==> src/design/sha1sh_pkg.sv <==
// shared types and constants of the sha-1 stream hasher
`default_nettype none
package sha1sh_pkg;

    typedef struct packed {
        logic [7:0] data_byte;
        logic       has_byte;
        logic       end_of_message;
    } t_in_item;

    typedef struct packed {
        logic [31:0] digest_word;
        logic [2:0]  word_index;
        logic        last_word;
    } t_out_item;

    typedef struct packed {
        logic [31:0] a;
        logic [31:0] b;
        logic [31:0] c;
        logic [31:0] d;
        logic [31:0] e;
    } t_work;

    typedef enum logic [2:0] {
        SCH_HOLD,
        SCH_BYTE,
        SCH_LEN,
        SCH_SHIFT,
        SCH_CLEAR
    } t_sch_op;

    typedef struct packed {
        t_sch_op    op;
        logic [5:0] pos;
    } t_sch_ctl;

    localparam int DIGEST_WORDS = 5;
    localparam int SCHED_WORDS  = 16;

    localparam logic [31:0] H_INIT [0:DIGEST_WORDS-1] = '{
        32'h67452301, 32'hefcdab89, 32'h98badcfe, 32'h10325476, 32'hc3d2e1f0
    };

    localparam logic [31:0] K_0 = 32'h5a827999;
    localparam logic [31:0] K_1 = 32'h6ed9eba1;
    localparam logic [31:0] K_2 = 32'h8f1bbcdc;
    localparam logic [31:0] K_3 = 32'hca62c1d6;

    localparam logic [6:0] ROUND_BAND_1 = 7'd20;
    localparam logic [6:0] ROUND_BAND_2 = 7'd40;
    localparam logic [6:0] ROUND_BAND_3 = 7'd60;
    localparam logic [6:0] LAST_ROUND   = 7'd79;

    localparam logic [7:0] PAD_BYTE       = 8'h80;
    localparam logic [5:0] PAD_LIMIT      = 6'd56;
    localparam logic [5:0] BLOCK_LAST_POS = 6'd63;
    localparam logic [2:0] LAST_WORD_IDX  = 3'd4;

endpackage
`default_nettype wire

==> src/design/sha1sh_sched.sv <==
// sixteen-word message schedule line with byte packing and length insertion
`default_nettype none
module sha1sh_sched (
    input  wire logic                 i_clk,
    input  wire logic                 i_rst_n,
    input  wire sha1sh_pkg::t_sch_ctl i_ctl,
    input  wire logic [7:0]           i_byte,
    input  wire logic [63:0]          i_len,
    output logic [31:0]               o_w
);

    logic [31:0] r_words [0:sha1sh_pkg::SCHED_WORDS-1];
    logic [31:0] n_words [0:sha1sh_pkg::SCHED_WORDS-1];
    logic [31:0] w_mix;
    logic [4:0]  byte_shift;

    always_comb begin
        n_words    = r_words;
        w_mix      = r_words[0] ^ r_words[2] ^ r_words[8] ^ r_words[13];
        byte_shift = {~i_ctl.pos[1:0], 3'b000};
        case (i_ctl.op)
            sha1sh_pkg::SCH_HOLD: begin
            end
            sha1sh_pkg::SCH_BYTE: begin
                n_words[i_ctl.pos[5:2]] = r_words[i_ctl.pos[5:2]]
                                        | ({24'd0, i_byte} << byte_shift);
            end
            sha1sh_pkg::SCH_LEN: begin
                n_words[14] = i_len[63:32];
                n_words[15] = i_len[31:0];
            end
            sha1sh_pkg::SCH_SHIFT: begin
                for (int i = 0; i < sha1sh_pkg::SCHED_WORDS - 1; i++) begin
                    n_words[i] = r_words[i+1];
                end
                n_words[sha1sh_pkg::SCHED_WORDS-1] = {w_mix[30:0], w_mix[31]};
            end
            sha1sh_pkg::SCH_CLEAR: begin
                for (int i = 0; i < sha1sh_pkg::SCHED_WORDS; i++) begin
                    n_words[i] = 32'd0;
                end
            end
            default: begin
            end
        endcase
    end

    always_ff @(posedge i_clk) begin
        if (!i_rst_n) begin
            for (int i = 0; i < sha1sh_pkg::SCHED_WORDS; i++) begin
                r_words[i] <= 32'd0;
            end
        end else begin
            r_words <= n_words;
        end
    end

    assign o_w = r_words[0];

endmodule
`default_nettype wire

==> src/design/sha1sh_round.sv <==
// shared sha-1 round unit: one round of the compression per use
`default_nettype none
module sha1sh_round (
    input  wire sha1sh_pkg::t_work i_work,
    input  wire logic [31:0]       i_w,
    input  wire logic [6:0]        i_round,
    output sha1sh_pkg::t_work      o_work
);

    logic [31:0] f;
    logic [31:0] k;
    logic [31:0] temp;

    always_comb begin
        if (i_round < sha1sh_pkg::ROUND_BAND_1) begin
            f = (i_work.b & i_work.c) | (~i_work.b & i_work.d);
            k = sha1sh_pkg::K_0;
        end else if (i_round < sha1sh_pkg::ROUND_BAND_2) begin
            f = i_work.b ^ i_work.c ^ i_work.d;
            k = sha1sh_pkg::K_1;
        end else if (i_round < sha1sh_pkg::ROUND_BAND_3) begin
            f = (i_work.b & i_work.c) | (i_work.b & i_work.d) | (i_work.c & i_work.d);
            k = sha1sh_pkg::K_2;
        end else begin
            f = i_work.b ^ i_work.c ^ i_work.d;
            k = sha1sh_pkg::K_3;
        end
        temp     = {i_work.a[26:0], i_work.a[31:27]} + f + i_work.e + k + i_w;
        o_work.a = temp;
        o_work.b = i_work.a;
        o_work.c = {i_work.b[1:0], i_work.b[31:2]};
        o_work.d = i_work.c;
        o_work.e = i_work.d;
    end

endmodule
`default_nettype wire

==> src/design/sha1_stream_hasher.sv <==
// top level of the sha-1 stream hasher: sequencer, chaining state and digest output
`default_nettype none
// Takes a message one byte per transaction and returns its SHA-1 digest as five
// transactions (H0 first) after the transaction marked end_of_message, which may
// carry no byte so that an empty message can be hashed. A byte that neither
// completes a 64-byte block nor ends the message leaves the input ready. The
// 64th byte of a block starts a compression that holds the input stalled through
// a load of the working variables, 80 passes through the single shared round
// unit, and an add of the result into the chaining state. The final transaction
// adds a padding step, a length step and one compression, or two when 56 or more
// bytes of the last block are pending, then the five digest words, one per cycle
// that the output is not stalled. The block then returns to the initial state for
// the next message. Lengths are counted in 64 bits and wrap as in the standard.
module sha1_stream_hasher (
    input  wire logic                  i_clk,
    input  wire logic                  i_rst_n,
    input  wire logic                  i_in_valid,
    output logic                       o_in_stall,
    input  wire sha1sh_pkg::t_in_item  i_in_item,
    output logic                       o_out_valid,
    input  wire logic                  i_out_stall,
    output sha1sh_pkg::t_out_item      o_out_item
);

    typedef enum logic [6:0] {
        ST_IDLE  = 7'b0000001,
        ST_LOAD  = 7'b0000010,
        ST_ROUND = 7'b0000100,
        ST_ADD   = 7'b0001000,
        ST_PAD   = 7'b0010000,
        ST_LEN   = 7'b0100000,
        ST_OUT   = 7'b1000000
    } t_state;

    typedef enum logic [1:0] {
        PH_DATA,
        PH_EXTRA,
        PH_FINAL
    } t_phase;

    t_state             r_state, n_state;
    t_phase             r_phase, n_phase;
    logic               r_eom, n_eom;
    logic [63:0]        r_count, n_count;
    logic [6:0]         r_round, n_round;
    logic [2:0]         r_widx, n_widx;
    logic [31:0]        r_chain [0:sha1sh_pkg::DIGEST_WORDS-1];
    logic [31:0]        n_chain [0:sha1sh_pkg::DIGEST_WORDS-1];
    sha1sh_pkg::t_work  r_work, n_work;

    sha1sh_pkg::t_work    round_out;
    sha1sh_pkg::t_sch_ctl sch_ctl;
    logic [7:0]           sch_byte;
    logic [31:0]          sch_w;
    logic                 in_acc;

    assign in_acc = i_in_valid && (r_state == ST_IDLE);

    sha1sh_round u_round (
        .i_work  (r_work),
        .i_w     (sch_w),
        .i_round (r_round),
        .o_work  (round_out)
    );

    sha1sh_sched u_sched (
        .i_clk   (i_clk),
        .i_rst_n (i_rst_n),
        .i_ctl   (sch_ctl),
        .i_byte  (sch_byte),
        .i_len   ({r_count[60:0], 3'b000}),
        .o_w     (sch_w)
    );

    always_comb begin
        sch_ctl.op  = sha1sh_pkg::SCH_HOLD;
        sch_ctl.pos = r_count[5:0];
        sch_byte    = i_in_item.data_byte;
        case (r_state)
            ST_IDLE: begin
                if (in_acc && i_in_item.has_byte) begin
                    sch_ctl.op = sha1sh_pkg::SCH_BYTE;
                end
            end
            ST_ROUND: sch_ctl.op = sha1sh_pkg::SCH_SHIFT;
            ST_ADD:   sch_ctl.op = sha1sh_pkg::SCH_CLEAR;
            ST_PAD: begin
                sch_ctl.op = sha1sh_pkg::SCH_BYTE;
                sch_byte   = sha1sh_pkg::PAD_BYTE;
            end
            ST_LEN:   sch_ctl.op = sha1sh_pkg::SCH_LEN;
            default: begin
            end
        endcase
    end

    always_comb begin
        n_state = r_state;
        n_phase = r_phase;
        n_eom   = r_eom;
        n_count = r_count;
        n_round = r_round;
        n_widx  = r_widx;
        n_chain = r_chain;
        n_work  = r_work;
        case (r_state)
            ST_IDLE: begin
                if (in_acc) begin
                    n_eom = i_in_item.end_of_message;
                    if (i_in_item.has_byte) begin
                        n_count = r_count + 64'd1;
                    end
                    if (i_in_item.has_byte && (r_count[5:0] == sha1sh_pkg::BLOCK_LAST_POS)) begin
                        n_state = ST_LOAD;
                        n_phase = PH_DATA;
                    end else if (i_in_item.end_of_message) begin
                        n_state = ST_PAD;
                    end
                end
            end
            ST_LOAD: begin
                n_work.a = r_chain[0];
                n_work.b = r_chain[1];
                n_work.c = r_chain[2];
                n_work.d = r_chain[3];
                n_work.e = r_chain[4];
                n_round  = 7'd0;
                n_state  = ST_ROUND;
            end
            ST_ROUND: begin
                n_work  = round_out;
                n_round = r_round + 7'd1;
                if (r_round == sha1sh_pkg::LAST_ROUND) begin
                    n_round = 7'd0;
                    n_state = ST_ADD;
                end
            end
            ST_ADD: begin
                n_chain[0] = r_chain[0] + r_work.a;
                n_chain[1] = r_chain[1] + r_work.b;
                n_chain[2] = r_chain[2] + r_work.c;
                n_chain[3] = r_chain[3] + r_work.d;
                n_chain[4] = r_chain[4] + r_work.e;
                case (r_phase)
                    PH_DATA:  n_state = r_eom ? ST_PAD : ST_IDLE;
                    PH_EXTRA: n_state = ST_LEN;
                    PH_FINAL: begin
                        n_state = ST_OUT;
                        n_widx  = 3'd0;
                    end
                    default:  n_state = ST_IDLE;
                endcase
            end
            ST_PAD: begin
                if (r_count[5:0] >= sha1sh_pkg::PAD_LIMIT) begin
                    n_state = ST_LOAD;
                    n_phase = PH_EXTRA;
                end else begin
                    n_state = ST_LEN;
                end
            end
            ST_LEN: begin
                n_state = ST_LOAD;
                n_phase = PH_FINAL;
            end
            ST_OUT: begin
                if (!i_out_stall) begin
                    if (r_widx == sha1sh_pkg::LAST_WORD_IDX) begin
                        n_state = ST_IDLE;
                        n_eom   = 1'b0;
                        n_count = 64'd0;
                        n_widx  = 3'd0;
                        n_chain = sha1sh_pkg::H_INIT;
                    end else begin
                        n_widx = r_widx + 3'd1;
                    end
                end
            end
            default: n_state = ST_IDLE;
        endcase
    end

    always_ff @(posedge i_clk) begin
        if (!i_rst_n) begin
            r_state <= ST_IDLE;
            r_phase <= PH_DATA;
            r_eom   <= 1'b0;
            r_count <= 64'd0;
            r_round <= 7'd0;
            r_widx  <= 3'd0;
            r_chain <= sha1sh_pkg::H_INIT;
        end else begin
            r_state <= n_state;
            r_phase <= n_phase;
            r_eom   <= n_eom;
            r_count <= n_count;
            r_round <= n_round;
            r_widx  <= n_widx;
            r_chain <= n_chain;
        end
    end

    always_ff @(posedge i_clk) begin
        r_work <= n_work;
    end

    assign o_in_stall              = (r_state != ST_IDLE);
    assign o_out_valid             = (r_state == ST_OUT);
    assign o_out_item.digest_word  = r_chain[r_widx];
    assign o_out_item.word_index   = r_widx;
    assign o_out_item.last_word    = (r_widx == sha1sh_pkg::LAST_WORD_IDX);

`ifndef SYNTHESIS
    a_out_blocks_in: assert property (@(posedge i_clk) disable iff (!i_rst_n)
        o_out_valid |-> o_in_stall)
        else $error("input taken while digest pending");

    a_round_range: assert property (@(posedge i_clk) disable iff (!i_rst_n)
        r_round <= sha1sh_pkg::LAST_ROUND)
        else $error("round counter out of range");

    a_ready_after_digest: assert property (@(posedge i_clk) disable iff (!i_rst_n)
        (o_out_valid && !i_out_stall && o_out_item.last_word) |=> !o_in_stall)
        else $error("not ready after final digest word");

    a_count_cleared: assert property (@(posedge i_clk) disable iff (!i_rst_n)
        (o_out_valid && !i_out_stall && o_out_item.last_word) |=> (r_count == 64'd0))
        else $error("length not cleared for next message");
`endif

endmodule
`default_nettype wire

==> config.mk <==
export PLATFORM = sky130hd
export DESIGN_NAME = sha1_stream_hasher
export DESIGN_NICKNAME = d
export VERILOG_FILES = /design/src/design/sha1sh_pkg.sv /design/src/design/sha1sh_sched.sv /design/src/design/sha1sh_round.sv /design/src/design/sha1_stream_hasher.sv
export SDC_FILE = /design/constraint.sdc
export NUM_CORES = 2
export LEC_CHECK = 0
export BUFFER_PORTS_ARGS = -buffer_cell sky130_fd_sc_hd__buf_2
export CAP_MARGIN = 10
export CORE_UTILIZATION = 41
export CTS_BUF_LIST = sky130_fd_sc_hd__clkbuf_4 sky130_fd_sc_hd__clkbuf_8 sky130_fd_sc_hd__clkbuf_16
export DETAILED_ROUTE_END_ITERATION = 8
export PLACE_DENSITY = 0.67
export SKIP_LAST_GASP = 1
export SYNTH_ARGS = -nofsm -noshare
export SYNTH_HDL_FRONTEND = slang
export SYNTH_SLANG_ARGS = --single-unit
==> constraint.sdc <==
create_clock -name i_clk -period 15.85 [get_ports i_clk]
set_clock_uncertainty 0.15 [all_clocks]
set_input_delay 1.585 -clock i_clk [delete_from_list [all_inputs] [get_ports i_clk]]
set_output_delay 1.585 -clock i_clk [all_outputs]
set_load 0.02 [all_outputs]
# [Yosys cells after proc, flatten, opt, wreduce, memory -nomap -nowiden]
# Cells that the tools add are included.
[totals] reg_bits=916 output_inout_bits=38 elab_cells=165
[op_classes] n_addsub=12 n_eq_ne=26 n_bitwise=17 order_cmp=7 shifts=1 reduce_logical=17 muxes=53
[op_table] cell="case mux 448 bit (3 select lines)" n=1
[op_table] cell="case mux 160 bit (2 select lines)" n=2
[op_table] cell="bitwise mux 512 bit" n=1
[op_table] cell="2-to-1 mux 160 bit" n=2
[op_table] cell="2-to-1 mux 32 bit" n=10
[op_table] cell="adder 32 bit" n=9
[op_table] cell="2-to-1 mux 64 bit" n=4
[op_table] cell="case mux 64 bit (4 select lines)" n=1
[op_table] cell="XOR 32 bit" n=5
[op_table] cell="bitwise AND 32 bit" n=4
[op_table] cell="binary-select mux 32 bit (select 4 bit)" n=1
[op_table] cell="demux 32 bit (select 4 bit)" n=1
[op_table] cell="bitwise OR 32 bit" n=4
[op_table] cell="case mux 64 bit (2 select lines)" n=1
[op_table] cell="binary-select mux 32 bit (select 3 bit)" n=1
[op_table] cell="adder 64 x 1 -> 64 bit, second input constant" n=1
[op_table] cell="2-to-1 mux 7 bit" n=7
[op_table] cell="case mux 7 bit (7 select lines)" n=1
[op_table] cell="NOT 32 bit" n=1
[op_table] cell="<< shifter 8 x 5 -> 32 bit" n=1
[op_table] cell="2-to-1 mux 31 bit" n=1
[op_table] cell="case mux 7 bit (3 select lines)" n=1
[op_table] cell="case mux 3 bit (5 select lines)" n=1
[op_table] cell="== test 7 bit, second input constant" n=2
[op_table] cell="other kinds (45)" n=70

# [Logic depth before layout (Yosys ltp)]
[logic_depth] depth_word=11 depth_mapped=26 ltp_nobuf=24

# [Cells and area by module]
# Synthesis repeated with hierarchy kept, for this count alone.
[hier_totals] cells_unflattened=6780 hier_area_um2=60712.0
[by_module_without_submodules] mod="sha1sh_sched" area_per_inst_um2=29857.4 n_inst=1 cells_per_inst=3173
[by_module_without_submodules] mod="sha1_stream_hasher" area_per_inst_um2=24410.9 n_inst=1 cells_per_inst=2852
[by_module_without_submodules] mod="sha1sh_round" area_per_inst_um2=6443.7 n_inst=1 cells_per_inst=755

# [Worst setup path after synthesis]
# OpenSTA, ideal clock, no wires.
[synth_timing] kind="reg2reg" startpoint="reg r_round[4]" endpoint="reg r_work[159] (netlist name), data pin" path_slack_ns=10.250 period_less_slack_ns=5.600 setup_time_ns=0.268 arrival_time_ns=5.182 required_ns=15.432 stages_incl_launch_ff=23 cell_sequence="dfxtp_1 clkbuf_1 o21ai_0 nand2_1 clkbuf_1 nand2_1 fa_1 inv_1 fa_1 inv_1 fa_1 inv_1 ha_1 a21o_1 a211oi_1 o21ai_0 a41o_1 a31oi_1 a211oi_1 a41oi_1 a22o_1 xnor2_1 o21ai_0"
[synth_lines] item="from (decl)" line="sha1_stream_hasher.sv:45" rtl="logic [6:0] r_round, n_round;"
[synth_lines] item="from (signal assigned)" line="sha1_stream_hasher.sv:197" rtl="r_round <= n_round;"
[synth_lines] item="to (signal assigned)" line="sha1_stream_hasher.sv:204" rtl="r_work <= n_work;"
[synth_lines] item="to (decl)" line="sha1_stream_hasher.sv:49" rtl="sha1sh_pkg::t_work r_work, n_work;"

==> qor.yml <==
floorplan:
  die_h_um: 376.6
  die_x_um: 376.6
  die_area_um2: 141800
  row_count: 137
  initial_core_util_pct: 41.29
  io_pins: 52
  core-area_um2: 139400
detailed_routing:
  vias: 49684
  post-route-drc-count: 0
  route.met3.wl_um: 18060
  antenna_left: 0
  wire_per_inst_um: 24.51
  vias_per_cell: 6.267
  drt_iter0_drc: 5635
  wirelength_um: 194300
  wl_met2_um: 89500
  highest_layer: "met5"
  wl_met1_um: 79240
  first_pass_iters: 8
grt:
  antenna_found_initial: 7
  grt_max_degree: 206
  grt_use_total_pct: 26.68
  grt_overflow: 0
  grt_pass1_wl_um: 293100
  grt_pass1_vias: 47003
yosys:
  synthArstFlopShare_pct: 0
  syn-instance-count: 6190
  synth-seq-area-share_pct: 34.55
  yosysMostFrequentCell: "nand2_1"
  synth_top_area_cell: "dfxtp_1"
  synth_edf_count: 160
  avgSynthCellArea_um2: 9.295
  yosysWarnings: 0
  synth_cell_type_count: 95
  mappedNetlistNets: 6527
  netlist_area_um2: 57540
  synthFlopType: "dfxtp_1"
  ys_top_cells_by_count: "1,094 x nand2_1, 753 x dfxtp_1, 512 x o211a_1, 437 x a22oi_1, 353 x clkbuf_1"
  synth_top_area_share_pct: 26.20
  synth-seq-cells: 913
  synthTopCellsByArea: "dfxtp_1 26%, o211a_1 8.9%, edfxtp_1 8.4%, mux4_2 7.5%, nand2_1 7.1%"
setup_path:
  rrSetupSlack_ns: 8.96
  cp_max_fo: 23
  critPathCaptureType: "register"
  max_stage_delay_ns: 0.59
  arrival_ns: 7.17
  crit_required_ns: 16.14
  r2r_cells: 25
  worstSetupStartpointType: "register"
  critPathTopFamily: "compound AO/OA/AOI/OAI gates"
  critPathKind: "reg -> reg"
  regToRegStartpoint: "r_round[4]$_SDFFE_PN0P_"
  r2r_end: "r_work[159]$_DFFE_PP_"
  path_common_cell: "inv_1"
  slowest_stage: "a41oi_1"
  cp_num_buf_inv: 7
pwr:
  switching_share_pct: 26.29
  p_switching_mw: 1.422
  clkPwrFrac_pct: 46.6
  p_leak_nw: 29.41
  p_total_mw: 5.409
  p_int_mw: 3.987
  combPwrFrac_pct: 9.0
  irDropWorstVdd_mv: 0.09465
  powerDensity_nw_per_um2: 86.06
  pwr-share-seq_pct: 44.4
clock_tree:
  clkTransAtPathRegs_ns: 0.06
  ctsLongestPathBuffers: 3
  root_buffer: "clkbuf_16"
  hold_buffers: 0
  h-tree-depth: 3
  cts-buffers-inserted: 103
  cts.sinks: 913
  post_cts_buffers: 0
  cts_tree: "yes"
  insertion_delay_ns: 0.78
  postCtsResizedCells: 0
sta:
  fin_crit_sh_pct: 43.46
  setup_tns_ns: 0
  rsz0062_at_grt: "false"
  setup_viol: 0
  hold_viol: 0
  timing.hold.ws_ns: 0.3563
  max-slew-margin-rel_pct: 15.42
  tightest_slew_ns: 1.266
  period_minus_slack_ns: 6.888
  timing.fmax_ghz: 0.1452
  final_max_slew_viol_count: 0
placed_design:
  portBuffers: 51
  place_congestion: 0.9290
  hpwl_um: 126300
job:
  drv_cap: 0
cells_and_area:
  ff_latch_area_um2: 19890
  multiInputGateArea_um2: 34890
  layout-drive-gt1-share_pct: 9.899
  fillerInstances: 13157
  layout.nets: 6302
  area_growth_pct: 9.231
worst_hold_path:
  min_to: "r_chain[45]$_SDFFE_PN0P_"
  worstHoldStart: "r_chain[45]$_SDFFE_PN0P_"
  worstHoldPathType: "reg -> reg"
  whs_path_depth: 2
run_status:
  status: "finished, final reports clean"
area by class of cell:
type | instances | area share, %
Multi-Input combinational cell | 4489 | 55.52
Sequential cell | 913 | 31.65
Clock buffer | 161 | 5.148
Tap cell | 1876 | 3.735
Inverter | 322 | 1.931
Timing Repair Buffer | 136 | 1.457
Clock inverter | 30 | 0.5495
Antenna cell | 1 | 0.003982
power by group through the flow:
stage	Sequential, mW	Combinational (mW)	Clock [mW]
5_1_grt	2.40	0.523	2.65
2_1_floorplan	2.43	0.337	0
3_3_place_gp	2.45	0.471	0
4_1_cts	2.40	0.477	2.55
6_report	2.40	0.486	2.52
3_5_place_dp	2.45	0.475	0
layout by cell type, fill, tap and decap left out, types with 84 or more instances in the layout:
cell,synthesis,final
nand2_1,1094,1094
dfxtp_1,753,747
o211a_1,512,512
a22oi_1,437,436
inv_1,321,320
o21ai_0,253,253
nor2_1,246,230
ha_1,206,206
mux4_2,192,192
a21oi_1,181,181
xnor2_1,173,173
edfxtp_1,160,160
xor2_1,136,136
a21o_1,125,125
fa_1,117,117
clkbuf_16,0,105
buf_4,0,84
metal layers:
metal	global-route usage, %	vias up
met5	0	-
met1	35.16	24653
met2	42.55	2303
li1	-	22299
met3	5.525	423
met4	10.67	6
how the worst max path moves through the flow:
| stage | start | end | slack [ns] | cells past startpoint |
|---|---|---|---|---|
| after global routing | r_round[4]$_SDFFE_PN0P_ | r_work[159]$_DFFE_PP_ | 8.61 | 25 |
| after floorplan | r_round[4]$_SDFFE_PN0P_ | r_work[159]$_DFFE_PP_ | 10.25 | 22 |
| final | r_round[4]$_SDFFE_PN0P_ | r_work[159]$_DFFE_PP_ | 8.96 | 25 |
| after CTS | r_round[4]$_SDFFE_PN0P_ | r_work[159]$_DFFE_PP_ | 9.01 | 25 |
| after global placement | r_round[4]$_SDFFE_PN0P_ | r_work[159]$_DFFE_PP_ | 9.18 | 22 |
| after detailed placement | r_round[4]$_SDFFE_PN0P_ | r_work[159]$_DFFE_PP_ | 9.07 | 25 |
worst min-delay path, cell delays in order, from the launching register on:
cell and delay [ns]:
dfxtp_1 0.33, nand2_1 0.06, o21ai_0 0.06
cells by family (layout without fill, tap and decap cells):
| logic type | count (synthesis) | count (layout) | synth area share (%) |
|---|---|---|---|
| xor+xnor | 309 | 309 | 4.704 |
| flops | 913 | 913 | 34.55 |
| mux | 227 | 227 | 8.126 |
| buf+inv | 788 | 649 | 5.345 |
| fa+ha+maj | 323 | 323 | 8.550 |
| other cells | 0 | 1 | 0 |
| compound gates | 1924 | 1924 | 25.94 |
| simple gates | 1706 | 1706 | 12.78 |
metrics by stage:
step / instances / setup WS [ns] / utilization (%) / cell area (um^2)
floorplan: 6190 / 10.25 / - / 57540
global placement: 7736 / 9.182 / 42.53 / 59270
detailed placement: 7736 / 9.066 / 42.53 / 59270
CTS: 7927 / 9.006 / 45.10 / 62850
global route: 7927 / 8.609 / 45.10 / 62850
finish: 7928 / 8.962 / 45.10 / 62850
Power figures use the tool's default switching activity.
